<file path="config.mk">
export PLATFORM = sky130hd
export DESIGN_NAME = frame_buffer_pool_manager
export DESIGN_NICKNAME = d
export VERILOG_FILES = /design/src/rtl/core/fbpm_pkg.sv /design/src/rtl/core/frame_buffer_pool_manager.sv /design/src/rtl/core/fbpm_free_fifo.sv /design/src/rtl/core/fbpm_filled_ram.sv
export SDC_FILE = /design/constraint.sdc
export NUM_CORES = 2
export LEC_CHECK = 0
export BUFFER_PORTS_ARGS = -buffer_cell sky130_fd_sc_hd__buf_2
export CAP_MARGIN = 20
export CELL_PAD_IN_SITES_DETAIL_PLACEMENT = 1
export CELL_PAD_IN_SITES_GLOBAL_PLACEMENT = 1
export CORE_AREA = 2 2 431 433
export CTS_CLUSTER_DIAMETER = 40
export DETAILED_ROUTE_END_ITERATION = 10
export DIE_AREA = 0 0 433 435
export PLACE_DENSITY = 0.51
export SLEW_MARGIN = 20
export SYNTH_ARGS = -nofsm -noshare
export SYNTH_HDL_FRONTEND = slang
export SYNTH_SLANG_ARGS = --single-unit
</file>
<file path="constraint.sdc">
create_clock -name i_clk -period 5.7 [get_ports i_clk]
set_clock_uncertainty 0.2 [all_clocks]
set_input_delay 1.14 -clock i_clk [delete_from_list [all_inputs] [get_ports i_clk]]
set_output_delay 1.14 -clock i_clk [all_outputs]
set_load 0.01 [all_outputs]
</file>
<file path="src/rtl/core/fbpm_pkg.sv">
// ----------------------------------------------------------------------------
// fbpm_pkg
// Shared types and codes for the frame buffer pool manager: field widths,
// command and status codes, free FIFO request bundle and filled list entry.
// ----------------------------------------------------------------------------
package fbpm_pkg;

    localparam int ID_W       = 4;
    localparam int FRAME_W    = 32;
    localparam int HANDLE_W   = 32;
    localparam int OP_W       = 3;
    localparam int STATUS_W   = 2;
    localparam int TOTAL_W    = 5;
    localparam int CFG_W      = 5;
    localparam int RESET_BUFS = 16;

    typedef logic [ID_W-1:0]     t_id;
    typedef logic [FRAME_W-1:0]  t_frame;
    typedef logic [HANDLE_W-1:0] t_handle;
    typedef logic [OP_W-1:0]     t_op;
    typedef logic [STATUS_W-1:0] t_status;
    typedef logic [TOTAL_W-1:0]  t_total;

    localparam t_op OP_ACQUIRE = 3'd0;
    localparam t_op OP_COMMIT  = 3'd1;
    localparam t_op OP_GET     = 3'd2;
    localparam t_op OP_RELEASE = 3'd3;
    localparam t_op OP_RESET   = 3'd4;
    localparam t_op OP_REPEAT  = 3'd5;

    localparam t_status ST_OK        = 2'd0;
    localparam t_status ST_NONE      = 2'd1;
    localparam t_status ST_MISMATCH  = 2'd2;
    localparam t_status ST_NOT_FOUND = 2'd3;

    typedef struct packed {
        logic init;
        logic pop;
        logic push;
    } t_free_req;

    typedef struct packed {
        t_id     id;
        t_frame  frame;
        t_handle handle;
    } t_entry;

endpackage

</file>
<file path="src/rtl/core/frame_buffer_pool_manager.sv">
// ----------------------------------------------------------------------------
// frame_buffer_pool_manager
// Frame buffer pool: free FIFO, ordered filled list with a delivery mark,
// and a command sequencer that walks the filled list memory.
// ----------------------------------------------------------------------------
// A command is taken when start is high and busy is low; its single result
// appears for one cycle with o_done, and the receiver cannot stall it. The
// filled list has one read port, so list walks go one entry per cycle.
// Release searches the handed-out entries for the handle and, on a match,
// shifts the later entries down; repeat check searches the whole filled list,
// and reset waiting returns the ids past the delivery mark to the free FIFO.
// After reset and after every buffer_count write the free FIFO is refilled in
// a sweep over its whole memory, with busy held high. A buffer_count write is
// taken only while idle with start low.
module frame_buffer_pool_manager #(
    parameter int POOL_SIZE = 16
) (
    input  logic                     i_clk,
    input  logic                     i_rst_n,
    input  logic                     start,
    output logic                     busy,
    input  fbpm_pkg::t_op            i_op,
    input  fbpm_pkg::t_id            i_buffer_id,
    input  fbpm_pkg::t_frame         i_frame_no,
    input  fbpm_pkg::t_handle        i_handle,
    output logic                     o_done,
    output fbpm_pkg::t_status        o_status,
    output fbpm_pkg::t_id            o_out_buffer_id,
    output fbpm_pkg::t_frame         o_out_frame_no,
    output fbpm_pkg::t_handle        o_out_handle,
    output logic                     o_repeat_found,
    output fbpm_pkg::t_total         o_filled_total,
    output fbpm_pkg::t_total         o_handed_out_total,
    output fbpm_pkg::t_total         o_free_total,
    input  logic                     i_cfg_valid,
    output logic                     o_cfg_ready,
    input  logic [fbpm_pkg::CFG_W-1:0] i_cfg_data
);

    localparam int AW = $clog2(POOL_SIZE);
    localparam int CW = $clog2(POOL_SIZE + 1);
    localparam logic [CW-1:0] FULL_COUNT = CW'(POOL_SIZE);

    typedef enum logic [2:0] {
        S_IDLE,
        S_DISPATCH,
        S_WAIT,
        S_SEARCH,
        S_SHIFT,
        S_DRAIN
    } t_state;

    t_state            r_state, n_state;
    fbpm_pkg::t_op     r_op, n_op;
    fbpm_pkg::t_id     r_bid, n_bid;
    fbpm_pkg::t_frame  r_fidx, n_fidx;
    fbpm_pkg::t_handle r_hnd, n_hnd;
    logic [CW-1:0]     r_fcount, n_fcount;
    logic [CW-1:0]     r_mark, n_mark;
    logic [CW-1:0]     r_idx, n_idx;
    logic [CW-1:0]     r_pidx, n_pidx;
    logic              r_pend, n_pend;
    logic              r_done, n_done;
    fbpm_pkg::t_status r_status, n_status;
    fbpm_pkg::t_id     r_oid, n_oid;
    fbpm_pkg::t_frame  r_ofi, n_ofi;
    fbpm_pkg::t_handle r_oh, n_oh;
    logic              r_rep, n_rep;

    fbpm_pkg::t_free_req w_free_req;
    fbpm_pkg::t_id       w_pop_id;
    logic [CW-1:0]       w_free_count;
    logic                w_free_busy;
    logic [CW-1:0]       w_cfg_count;

    logic                w_ram_we;
    logic [AW-1:0]       w_ram_waddr;
    fbpm_pkg::t_entry    w_ram_wdata;
    logic [AW-1:0]       w_ram_raddr;
    fbpm_pkg::t_entry    w_ram_rdata;

    logic                w_hit;
    logic [CW-1:0]       w_limit;
    logic [CW-1:0]       w_dst;
    logic                w_cfg_take;

    assign w_cfg_count = (int'(i_cfg_data) > POOL_SIZE) ? FULL_COUNT : CW'(i_cfg_data);
    assign w_hit       = (r_op == fbpm_pkg::OP_RELEASE) ? (w_ram_rdata.handle == r_hnd)
                                                        : (w_ram_rdata.frame == r_fidx);
    assign w_limit     = (r_op == fbpm_pkg::OP_RELEASE) ? r_mark : r_fcount;
    assign w_dst       = r_pidx - CW'(1);
    assign o_cfg_ready = (r_state == S_IDLE) && !start;
    assign w_cfg_take  = i_cfg_valid && o_cfg_ready;
    assign busy        = (r_state != S_IDLE) || w_free_busy;

    fbpm_free_fifo #(
        .POOL_SIZE (POOL_SIZE)
    ) u_free_fifo (
        .i_clk        (i_clk),
        .i_rst_n      (i_rst_n),
        .i_req        (w_free_req),
        .i_init_count (w_cfg_count),
        .i_push_id    (w_ram_rdata.id),
        .o_pop_id     (w_pop_id),
        .o_count      (w_free_count),
        .o_busy       (w_free_busy)
    );

    fbpm_filled_ram #(
        .POOL_SIZE (POOL_SIZE)
    ) u_filled_ram (
        .i_clk   (i_clk),
        .i_we    (w_ram_we),
        .i_waddr (w_ram_waddr),
        .i_wdata (w_ram_wdata),
        .i_raddr (w_ram_raddr),
        .o_rdata (w_ram_rdata)
    );

    always_comb begin
        n_state  = r_state;
        n_op     = r_op;
        n_bid    = r_bid;
        n_fidx   = r_fidx;
        n_hnd    = r_hnd;
        n_fcount = r_fcount;
        n_mark   = r_mark;
        n_idx    = r_idx;
        n_pidx   = r_pidx;
        n_pend   = r_pend;
        n_done   = 1'b0;
        n_status = r_status;
        n_oid    = r_oid;
        n_ofi    = r_ofi;
        n_oh     = r_oh;
        n_rep    = r_rep;

        w_free_req  = '0;
        w_ram_we    = 1'b0;
        w_ram_waddr = r_fcount[AW-1:0];
        w_ram_wdata = '{id: r_bid, frame: r_fidx, handle: r_hnd};
        w_ram_raddr = r_idx[AW-1:0];

        case (r_state)
            S_IDLE: begin
                if (w_cfg_take) begin
                    w_free_req.init = 1'b1;
                    n_fcount        = '0;
                    n_mark          = '0;
                end else if (start && !busy) begin
                    n_op    = i_op;
                    n_bid   = i_buffer_id;
                    n_fidx  = i_frame_no;
                    n_hnd   = i_handle;
                    n_state = S_DISPATCH;
                end
            end
            S_DISPATCH: begin
                n_status = fbpm_pkg::ST_OK;
                n_oid    = '0;
                n_ofi    = '0;
                n_oh     = '0;
                n_rep    = 1'b0;
                n_idx    = '0;
                n_pend   = 1'b0;
                case (r_op)
                    fbpm_pkg::OP_ACQUIRE: begin
                        if (w_free_count == '0) begin
                            n_status = fbpm_pkg::ST_NONE;
                            n_done   = 1'b1;
                            n_state  = S_IDLE;
                        end else begin
                            w_free_req.pop = 1'b1;
                            n_state        = S_WAIT;
                        end
                    end
                    fbpm_pkg::OP_COMMIT: begin
                        if (r_fcount == FULL_COUNT) begin
                            n_status = fbpm_pkg::ST_NONE;
                        end else begin
                            w_ram_we = 1'b1;
                            n_fcount = r_fcount + CW'(1);
                        end
                        n_done  = 1'b1;
                        n_state = S_IDLE;
                    end
                    fbpm_pkg::OP_GET: begin
                        if (r_mark < r_fcount) begin
                            w_ram_raddr = r_mark[AW-1:0];
                            n_state     = S_WAIT;
                        end else begin
                            n_status = fbpm_pkg::ST_NONE;
                            n_done   = 1'b1;
                            n_state  = S_IDLE;
                        end
                    end
                    fbpm_pkg::OP_RELEASE: begin
                        n_status = fbpm_pkg::ST_NOT_FOUND;
                        n_state  = S_SEARCH;
                    end
                    fbpm_pkg::OP_RESET: begin
                        n_idx   = r_mark;
                        n_state = S_DRAIN;
                    end
                    fbpm_pkg::OP_REPEAT: begin
                        n_state = S_SEARCH;
                    end
                    default: begin
                        n_done  = 1'b1;
                        n_state = S_IDLE;
                    end
                endcase
            end
            S_WAIT: begin
                if (r_op == fbpm_pkg::OP_ACQUIRE) begin
                    n_oid = w_pop_id;
                end else begin
                    n_oid  = w_ram_rdata.id;
                    n_ofi  = w_ram_rdata.frame;
                    n_oh   = w_ram_rdata.handle;
                    n_mark = r_mark + CW'(1);
                end
                n_done  = 1'b1;
                n_state = S_IDLE;
            end
            S_SEARCH: begin
                if (r_pend && w_hit) begin
                    if (r_op == fbpm_pkg::OP_RELEASE) begin
                        n_oid = w_ram_rdata.id;
                        if (w_ram_rdata.frame != r_fidx) begin
                            n_status = fbpm_pkg::ST_MISMATCH;
                            n_done   = 1'b1;
                            n_state  = S_IDLE;
                        end else begin
                            n_status        = fbpm_pkg::ST_OK;
                            w_free_req.push = 1'b1;
                            n_mark          = r_mark - CW'(1);
                            n_idx           = r_pidx + CW'(1);
                            n_pend          = 1'b0;
                            n_state         = S_SHIFT;
                        end
                    end else begin
                        n_rep   = 1'b1;
                        n_done  = 1'b1;
                        n_state = S_IDLE;
                    end
                end else if (r_idx == w_limit) begin
                    n_pend  = 1'b0;
                    n_done  = 1'b1;
                    n_state = S_IDLE;
                end else begin
                    n_pend = 1'b1;
                    n_pidx = r_idx;
                    n_idx  = r_idx + CW'(1);
                end
            end
            S_SHIFT: begin
                if (r_pend) begin
                    w_ram_we    = 1'b1;
                    w_ram_waddr = w_dst[AW-1:0];
                    w_ram_wdata = w_ram_rdata;
                end
                if (r_idx < r_fcount) begin
                    n_pend = 1'b1;
                    n_pidx = r_idx;
                    n_idx  = r_idx + CW'(1);
                end else begin
                    n_pend = 1'b0;
                    if (!r_pend) begin
                        n_fcount = r_fcount - CW'(1);
                        n_done   = 1'b1;
                        n_state  = S_IDLE;
                    end
                end
            end
            S_DRAIN: begin
                if (r_pend) begin
                    w_free_req.push = 1'b1;
                end
                if (r_idx < r_fcount) begin
                    n_pend = 1'b1;
                    n_idx  = r_idx + CW'(1);
                end else begin
                    n_pend = 1'b0;
                    if (!r_pend) begin
                        n_fcount = r_mark;
                        n_done   = 1'b1;
                        n_state  = S_IDLE;
                    end
                end
            end
            default: begin
                n_state = S_IDLE;
            end
        endcase
    end

    always_ff @(posedge i_clk) begin
        if (!i_rst_n) begin
            r_state  <= S_IDLE;
            r_fcount <= '0;
            r_mark   <= '0;
            r_pend   <= 1'b0;
            r_done   <= 1'b0;
        end else begin
            r_state  <= n_state;
            r_fcount <= n_fcount;
            r_mark   <= n_mark;
            r_pend   <= n_pend;
            r_done   <= n_done;
            r_op     <= n_op;
            r_bid    <= n_bid;
            r_fidx   <= n_fidx;
            r_hnd    <= n_hnd;
            r_idx    <= n_idx;
            r_pidx   <= n_pidx;
            r_status <= n_status;
            r_oid    <= n_oid;
            r_ofi    <= n_ofi;
            r_oh     <= n_oh;
            r_rep    <= n_rep;
        end
    end

    assign o_done             = r_done;
    assign o_status           = r_status;
    assign o_out_buffer_id    = r_oid;
    assign o_out_frame_no     = r_ofi;
    assign o_out_handle       = r_oh;
    assign o_repeat_found     = r_rep;
    assign o_filled_total     = fbpm_pkg::t_total'(r_fcount);
    assign o_handed_out_total = fbpm_pkg::t_total'(r_mark);
    assign o_free_total       = fbpm_pkg::t_total'(w_free_count);

endmodule

</file>
<file path="src/rtl/core/fbpm_free_fifo.sv">
// ----------------------------------------------------------------------------
// fbpm_free_fifo
// Circular free buffer FIFO in a one-port-write, one-port-read memory with a
// registered read. Init sweeps the memory with ids in order.
// ----------------------------------------------------------------------------
module fbpm_free_fifo #(
    parameter int  POOL_SIZE = 16,
    localparam int AW        = $clog2(POOL_SIZE),
    localparam int AW1       = AW + 1,
    localparam int CW        = $clog2(POOL_SIZE + 1)
) (
    input  logic                i_clk,
    input  logic                i_rst_n,
    input  fbpm_pkg::t_free_req i_req,
    input  logic [CW-1:0]       i_init_count,
    input  fbpm_pkg::t_id       i_push_id,
    output fbpm_pkg::t_id       o_pop_id,
    output logic [CW-1:0]       o_count,
    output logic                o_busy
);

    localparam logic [CW-1:0]  RESET_COUNT = CW'((POOL_SIZE < fbpm_pkg::RESET_BUFS) ?
                                                 POOL_SIZE : fbpm_pkg::RESET_BUFS);
    localparam logic [CW-1:0]  FULL_COUNT  = CW'(POOL_SIZE);
    localparam logic [AW1-1:0] POOL_EXT    = AW1'(POOL_SIZE);
    localparam logic [AW-1:0]  LAST_ADDR   = AW'(POOL_SIZE - 1);

    fbpm_pkg::t_id  r_mem [POOL_SIZE];
    fbpm_pkg::t_id  r_pop_id;
    logic [AW-1:0]  r_head;
    logic [CW-1:0]  r_count;
    logic           r_sweep;
    logic [AW-1:0]  r_sweep_addr;

    logic [AW1-1:0] w_tail_sum;
    logic [AW-1:0]  w_tail;
    logic [AW-1:0]  w_head_next;
    logic           w_push_ok;

    assign w_tail_sum  = {1'b0, r_head} + AW1'(r_count);
    assign w_tail      = (w_tail_sum >= POOL_EXT) ? AW'(w_tail_sum - POOL_EXT) : AW'(w_tail_sum);
    assign w_head_next = (r_head == LAST_ADDR) ? '0 : r_head + AW'(1);
    assign w_push_ok   = i_req.push && (r_count != FULL_COUNT);

    always_ff @(posedge i_clk) begin
        if (!i_rst_n) begin
            r_sweep      <= 1'b1;
            r_sweep_addr <= '0;
            r_head       <= '0;
            r_count      <= RESET_COUNT;
        end else if (i_req.init) begin
            r_sweep      <= 1'b1;
            r_sweep_addr <= '0;
            r_head       <= '0;
            r_count      <= i_init_count;
        end else begin
            if (r_sweep) begin
                r_sweep_addr <= r_sweep_addr + AW'(1);
                if (r_sweep_addr == LAST_ADDR) begin
                    r_sweep <= 1'b0;
                end
            end
            if (i_req.pop) begin
                r_head  <= w_head_next;
                r_count <= r_count - CW'(1);
            end else if (w_push_ok) begin
                r_count <= r_count + CW'(1);
            end
        end
    end

    always_ff @(posedge i_clk) begin
        if (r_sweep) begin
            r_mem[r_sweep_addr] <= fbpm_pkg::t_id'(r_sweep_addr);
        end else if (w_push_ok) begin
            r_mem[w_tail] <= i_push_id;
        end
        r_pop_id <= r_mem[r_head];
    end

    assign o_pop_id = r_pop_id;
    assign o_count  = r_count;
    assign o_busy   = r_sweep;

endmodule

</file>
<file path="src/rtl/core/fbpm_filled_ram.sv">
// ----------------------------------------------------------------------------
// fbpm_filled_ram
// Filled list storage: id, frame index and handle per position, one write
// port and one read port with registered read data.
// ----------------------------------------------------------------------------
module fbpm_filled_ram #(
    parameter int  POOL_SIZE = 16,
    localparam int AW        = $clog2(POOL_SIZE)
) (
    input  logic             i_clk,
    input  logic             i_we,
    input  logic [AW-1:0]    i_waddr,
    input  fbpm_pkg::t_entry i_wdata,
    input  logic [AW-1:0]    i_raddr,
    output fbpm_pkg::t_entry o_rdata
);

    fbpm_pkg::t_entry r_mem [POOL_SIZE];
    fbpm_pkg::t_entry r_rdata;

    always_ff @(posedge i_clk) begin
        if (i_we) begin
            r_mem[i_waddr] <= i_wdata;
        end
        r_rdata <= r_mem[i_raddr];
    end

    assign o_rdata = r_rdata;

endmodule

</file>
==> flow_summary.yaml <==
timing:
  grt_setup_unrepaired: "no"
  clock.fmax_mhz: 197.0
  final_hold_viol_count: 0
  report.final.setup_viol: 0
  fin_crit_sh_pct: 89.08
  maxSlewHeadroom_pct: 26.89
  layout_min_cycle_time_ns: 5.077
  finalSetupTns_ns: 0
  drv_slew: 0
  worst_slack_ns: 0.6226
  worst-slew-pin-transition_ns: 1.097
clock_tree:
  post_cts_hold_buffer_count: 0
  root_buffer: "sky130_fd_sc_hd__clkbuf_16"
  cts_resized: 0
  total_clock_buffers_created_by_cts: 218
  cts.sinks: 1405
  htreeDepth: 4
  tritoncts: "done"
  post-cts-setup-buffers: 0
  clk_latency_worst_skew_pair_ns: 0.87
  clk_pin_slew_worst_paths_ns: 0.06
  cts-root-to-sink-buffers: 3
detailed_routing:
  drc: 0
  route.final.wire_length_um: 165800
  initialDrtViolationCount: 1996
  dr.pass1.iters: 5
  routedWlPerCell_um: 26.49
  num_vias: 30450
  antenna_violating_nets_post_route: 0
  vias_per_cell: 4.864
power_and_ir_drop:
  clockPowerShare_pct: 55.2
  cellInternalPower_mw: 19.68
  switchingPower_mw: 5.466
  p_per_area_mw_per_mm2: 375.5
  post-layout-total-power_mw: 25.15
  power_frac_comb_pct: 0.5
  power.leakage_nw: 25.68
  power_frac_seq_pct: 44.3
  irDropWorstVdd_mv: 0.3308
  power_switching_share_pct: 21.74
critical_path:
  cp_data_arrival_time_ns: 5.29
  start_kind: "register"
  end_kind: "register"
  worstPathMaxFanout: 20
  r2r_cells: 8
  criticalPathCategory: "register to register"
  worst_ep_required_time_ns: 5.92
yosys:
  syn_avg_cell_area_sq_um: 16.64
  yosys.area.top_type_share_pct: 71.57
  yosys.area_share.xor_xnor_pct: 1.521
  synth_commonest_cells: "sky130_fd_sc_hd__edfxtp_1, sky130_fd_sc_hd__mux2i_1, sky130_fd_sc_hd__nand2_1, sky130_fd_sc_hd__o22ai_1, sky130_fd_sc_hd__clkbuf_1"
  synth_largest_area_cell: "sky130_fd_sc_hd__edfxtp_1"
  synth_cell_types: 55
  compound_gate_portion_of_the_synthesized_area_pct: 4.846
  synthMuxAreaShare_pct: 11.14
  synthSimpleGateAreaFrac_pct: 5.095
  ys_seq_area_share_pct: 75.27
  dominantRegCellSynth: "sky130_fd_sc_hd__edfxtp_1"
  number_of_enable_type_register_cells_in_the_synthesized_netlist: 1304
  ys_async_sr_fraction_pct: 0
  postSynthCellCount: 3287
  yosysMostFrequentCell: "sky130_fd_sc_hd__edfxtp_1"
  dominant_combinational_cell_family_by_area_after_synthesis: "multiplexers"
  synth_nets: 3396
  synth-adder-area-share_pct: 0.7181
  synth.ff_latch_count: 1405
  synth_area_leaders: "sky130_fd_sc_hd__edfxtp_1, sky130_fd_sc_hd__mux2i_1, sky130_fd_sc_hd__dfxtp_1"
  synth.yosys.warnings: 0
  mappedNetlistArea_sq_mm: 0.05471
placed_design:
  finalWeightedCongestion: 0.7397
  dpl_worst_slack_ns: 0.5110
  port_buffers: 168
  place_hpwl_um: 90780
  place.detailed.instances: 5842
  place_area_sq_mm: 0.05915
die:
  initial_standard_cell_utilization_of_the_core_pct: 29.73
  core-area_sq_mm: 0.1840
  die-height_um: 435
  die_area_sq_mm: 0.1884
  rows: 158
  die_width_um: 433
  design.portCount: 169
global_route:
  grt_start_max_net_pins: 81
  grt_pass1_vias: 32380
  groute.usage.overall_pct: 17.47
  grt_overflow_total: 0
  initial_antenna_violation_count: 5
  grt_pass1_wl_um: 237900
layout:
  post-route-cell-area_sq_mm: 0.06698
  ff_latch_area_sq_mm: 0.04118
  post_route_cells_drive_above_1_share_pct: 18.68
  multi_input_area_sq_mm: 0.01300
  final_net_count: 3691
  areaGrowthSynthToFinish_pct: 22.42
  layout.cells.non_filler: 6261
  nFillCells: 18400
hold_path:
  holdCritPathClass: "input port to register"
  holdPathStages: 1
run_status:
  outcome: "finished, final reports clean"
flow_run:
  timing.max_cap.violations: 0
-- kinds of logic after synthesis --
kind of cell,count (synthesis)
AO/OA/AOI/OAI,417
XOR/XNOR,95
adder cells (fa/ha/maj),29
buffers and inverters,194
flip-flops,1405
multiplexers,583
AND/OR/NAND/NOR,564
-- worst max-delay path, cell delays in order (launching register included) --
cell and delay, ns:
sky130_fd_sc_hd__edfxtp_1 0.58, sky130_fd_sc_hd__and3b_1 0.78, sky130_fd_sc_hd__nand4_1 0.27, sky130_fd_sc_hd__nor4_1 0.83, sky130_fd_sc_hd__nand3_1 0.17, sky130_fd_sc_hd__buf_4 0.25
sky130_fd_sc_hd__o21ai_0 0.18, sky130_fd_sc_hd__nand2_1 0.43, sky130_fd_sc_hd__o31ai_1 0.92
-- layout by cell type, fill, tap and decap left out, types with 8 or more instances in the layout --
| cell | n |
|---|---|
| sky130_fd_sc_hd__a21o_1 | 10 |
| sky130_fd_sc_hd__a21oi_1 | 46 |
| sky130_fd_sc_hd__and3_1 | 69 |
| sky130_fd_sc_hd__buf_12 | 26 |
| sky130_fd_sc_hd__buf_2 | 168 |
| sky130_fd_sc_hd__buf_4 | 58 |
| sky130_fd_sc_hd__bufinv_16 | 26 |
| sky130_fd_sc_hd__clkbuf_1 | 15 |
| sky130_fd_sc_hd__clkbuf_16 | 218 |
| sky130_fd_sc_hd__clkinv_1 | 13 |
| sky130_fd_sc_hd__clkinv_16 | 10 |
| sky130_fd_sc_hd__clkinv_2 | 26 |
| sky130_fd_sc_hd__clkinv_4 | 21 |
| sky130_fd_sc_hd__clkinvlp_4 | 26 |
| sky130_fd_sc_hd__dfxtp_1 | 99 |
| sky130_fd_sc_hd__edfxtp_1 | 1304 |
| sky130_fd_sc_hd__ha_1 | 25 |
| sky130_fd_sc_hd__inv_1 | 17 |
| sky130_fd_sc_hd__inv_6 | 38 |
| sky130_fd_sc_hd__inv_8 | 11 |
| sky130_fd_sc_hd__mux2_2 | 8 |
| sky130_fd_sc_hd__mux2i_1 | 554 |
| sky130_fd_sc_hd__mux4_2 | 20 |
| sky130_fd_sc_hd__nand2_1 | 270 |
| sky130_fd_sc_hd__nand2_4 | 9 |
| sky130_fd_sc_hd__nand2b_1 | 14 |
| sky130_fd_sc_hd__nand3_1 | 21 |
| sky130_fd_sc_hd__nand4_1 | 19 |
| sky130_fd_sc_hd__nor2_1 | 26 |
| sky130_fd_sc_hd__nor2_4 | 19 |
| sky130_fd_sc_hd__nor3_1 | 14 |
| sky130_fd_sc_hd__o21ai_0 | 26 |
| sky130_fd_sc_hd__o22ai_1 | 273 |
| sky130_fd_sc_hd__o31ai_1 | 15 |
| sky130_fd_sc_hd__or4_1 | 69 |
| sky130_fd_sc_hd__xnor2_1 | 81 |
| sky130_fd_sc_hd__xor2_1 | 14 |
-- final timing paths --
| path | end | slack (ns) | startpoint |
|---|---|---|---|
| setup reg to reg | u_free_fifo.r_mem[14][1] | 0.62 | r_op[1] |
| setup / recovery | u_free_fifo.r_mem[14][1] | 0.62 | r_op[1] |
| hold reg to reg | u_free_fifo.r_sweep_addr[3] | 0.37 | u_free_fifo.r_sweep_addr[3] |
| hold / removal | r_hnd[9] | 0.25 | i_handle[9] |
-- cell type report --
type	count	area share [%]
diodes	2	0.007473
inverters	17	0.09528
multi-input cells	1688	19.41
repair buffers	252	2.683
flip-flops and latches	1405	61.49
clock inverters	178	3.327
clock buffers	239	8.352
well taps	2480	4.633
-- per-layer routing --
layer	GRT usage, %	part of all wire [%]
met3	2.410	3.6
met4	4.647	2.0
met1	23.88	46
met2	29.02	49
met5	0	0
-- metrics by stage --
stage / hold WS (ns) / utilization [%]
after floorplan: 0.2523 / -
after global routing: 0.2027 / 36.39
after CTS: 0.1738 / 36.39
after detailed placement: 0.3714 / 32.14
after global placement: 0.3571 / 32.14
final: 0.2527 / 36.39
-- registers in the layout (all words and copies together), names as in the netlist, 2 cells and up --
| signal | cells |
|---|---|
| r_hnd | 32 |
| u_filled_ram.o_rdata | 68 |
| u_free_fifo.r_head | 4 |
| r_state | 3 |
| r_fidx | 32 |
| o_out_frame_no | 32 |
| u_free_fifo.r_mem | 64 |
| u_free_fifo.o_count | 5 |
| o_status | 2 |
| r_pidx | 5 |
| r_idx | 5 |
| o_handed_out_total | 5 |
| r_op | 3 |
| o_out_buffer_id | 4 |
| o_filled_total | 5 |
| o_out_handle | 32 |
| u_filled_ram.r_mem | 1088 |
| u_free_fifo.r_sweep_addr | 4 |
| u_free_fifo.o_pop_id | 4 |
| r_bid | 4 |
-- power groups by stage --
stage	combinational (mW)	sequential (mW)	clock [mW]
3_5_place_dp	0.134	11.4	0
6_report	0.131	11.1	13.9
2_1_floorplan	0.0630	11.4	0
4_1_cts	0.135	11.1	14.2
3_3_place_gp	0.133	11.4	0
5_1_grt	0.145	11.1	14.6
Power figures use the tool's default switching activity.
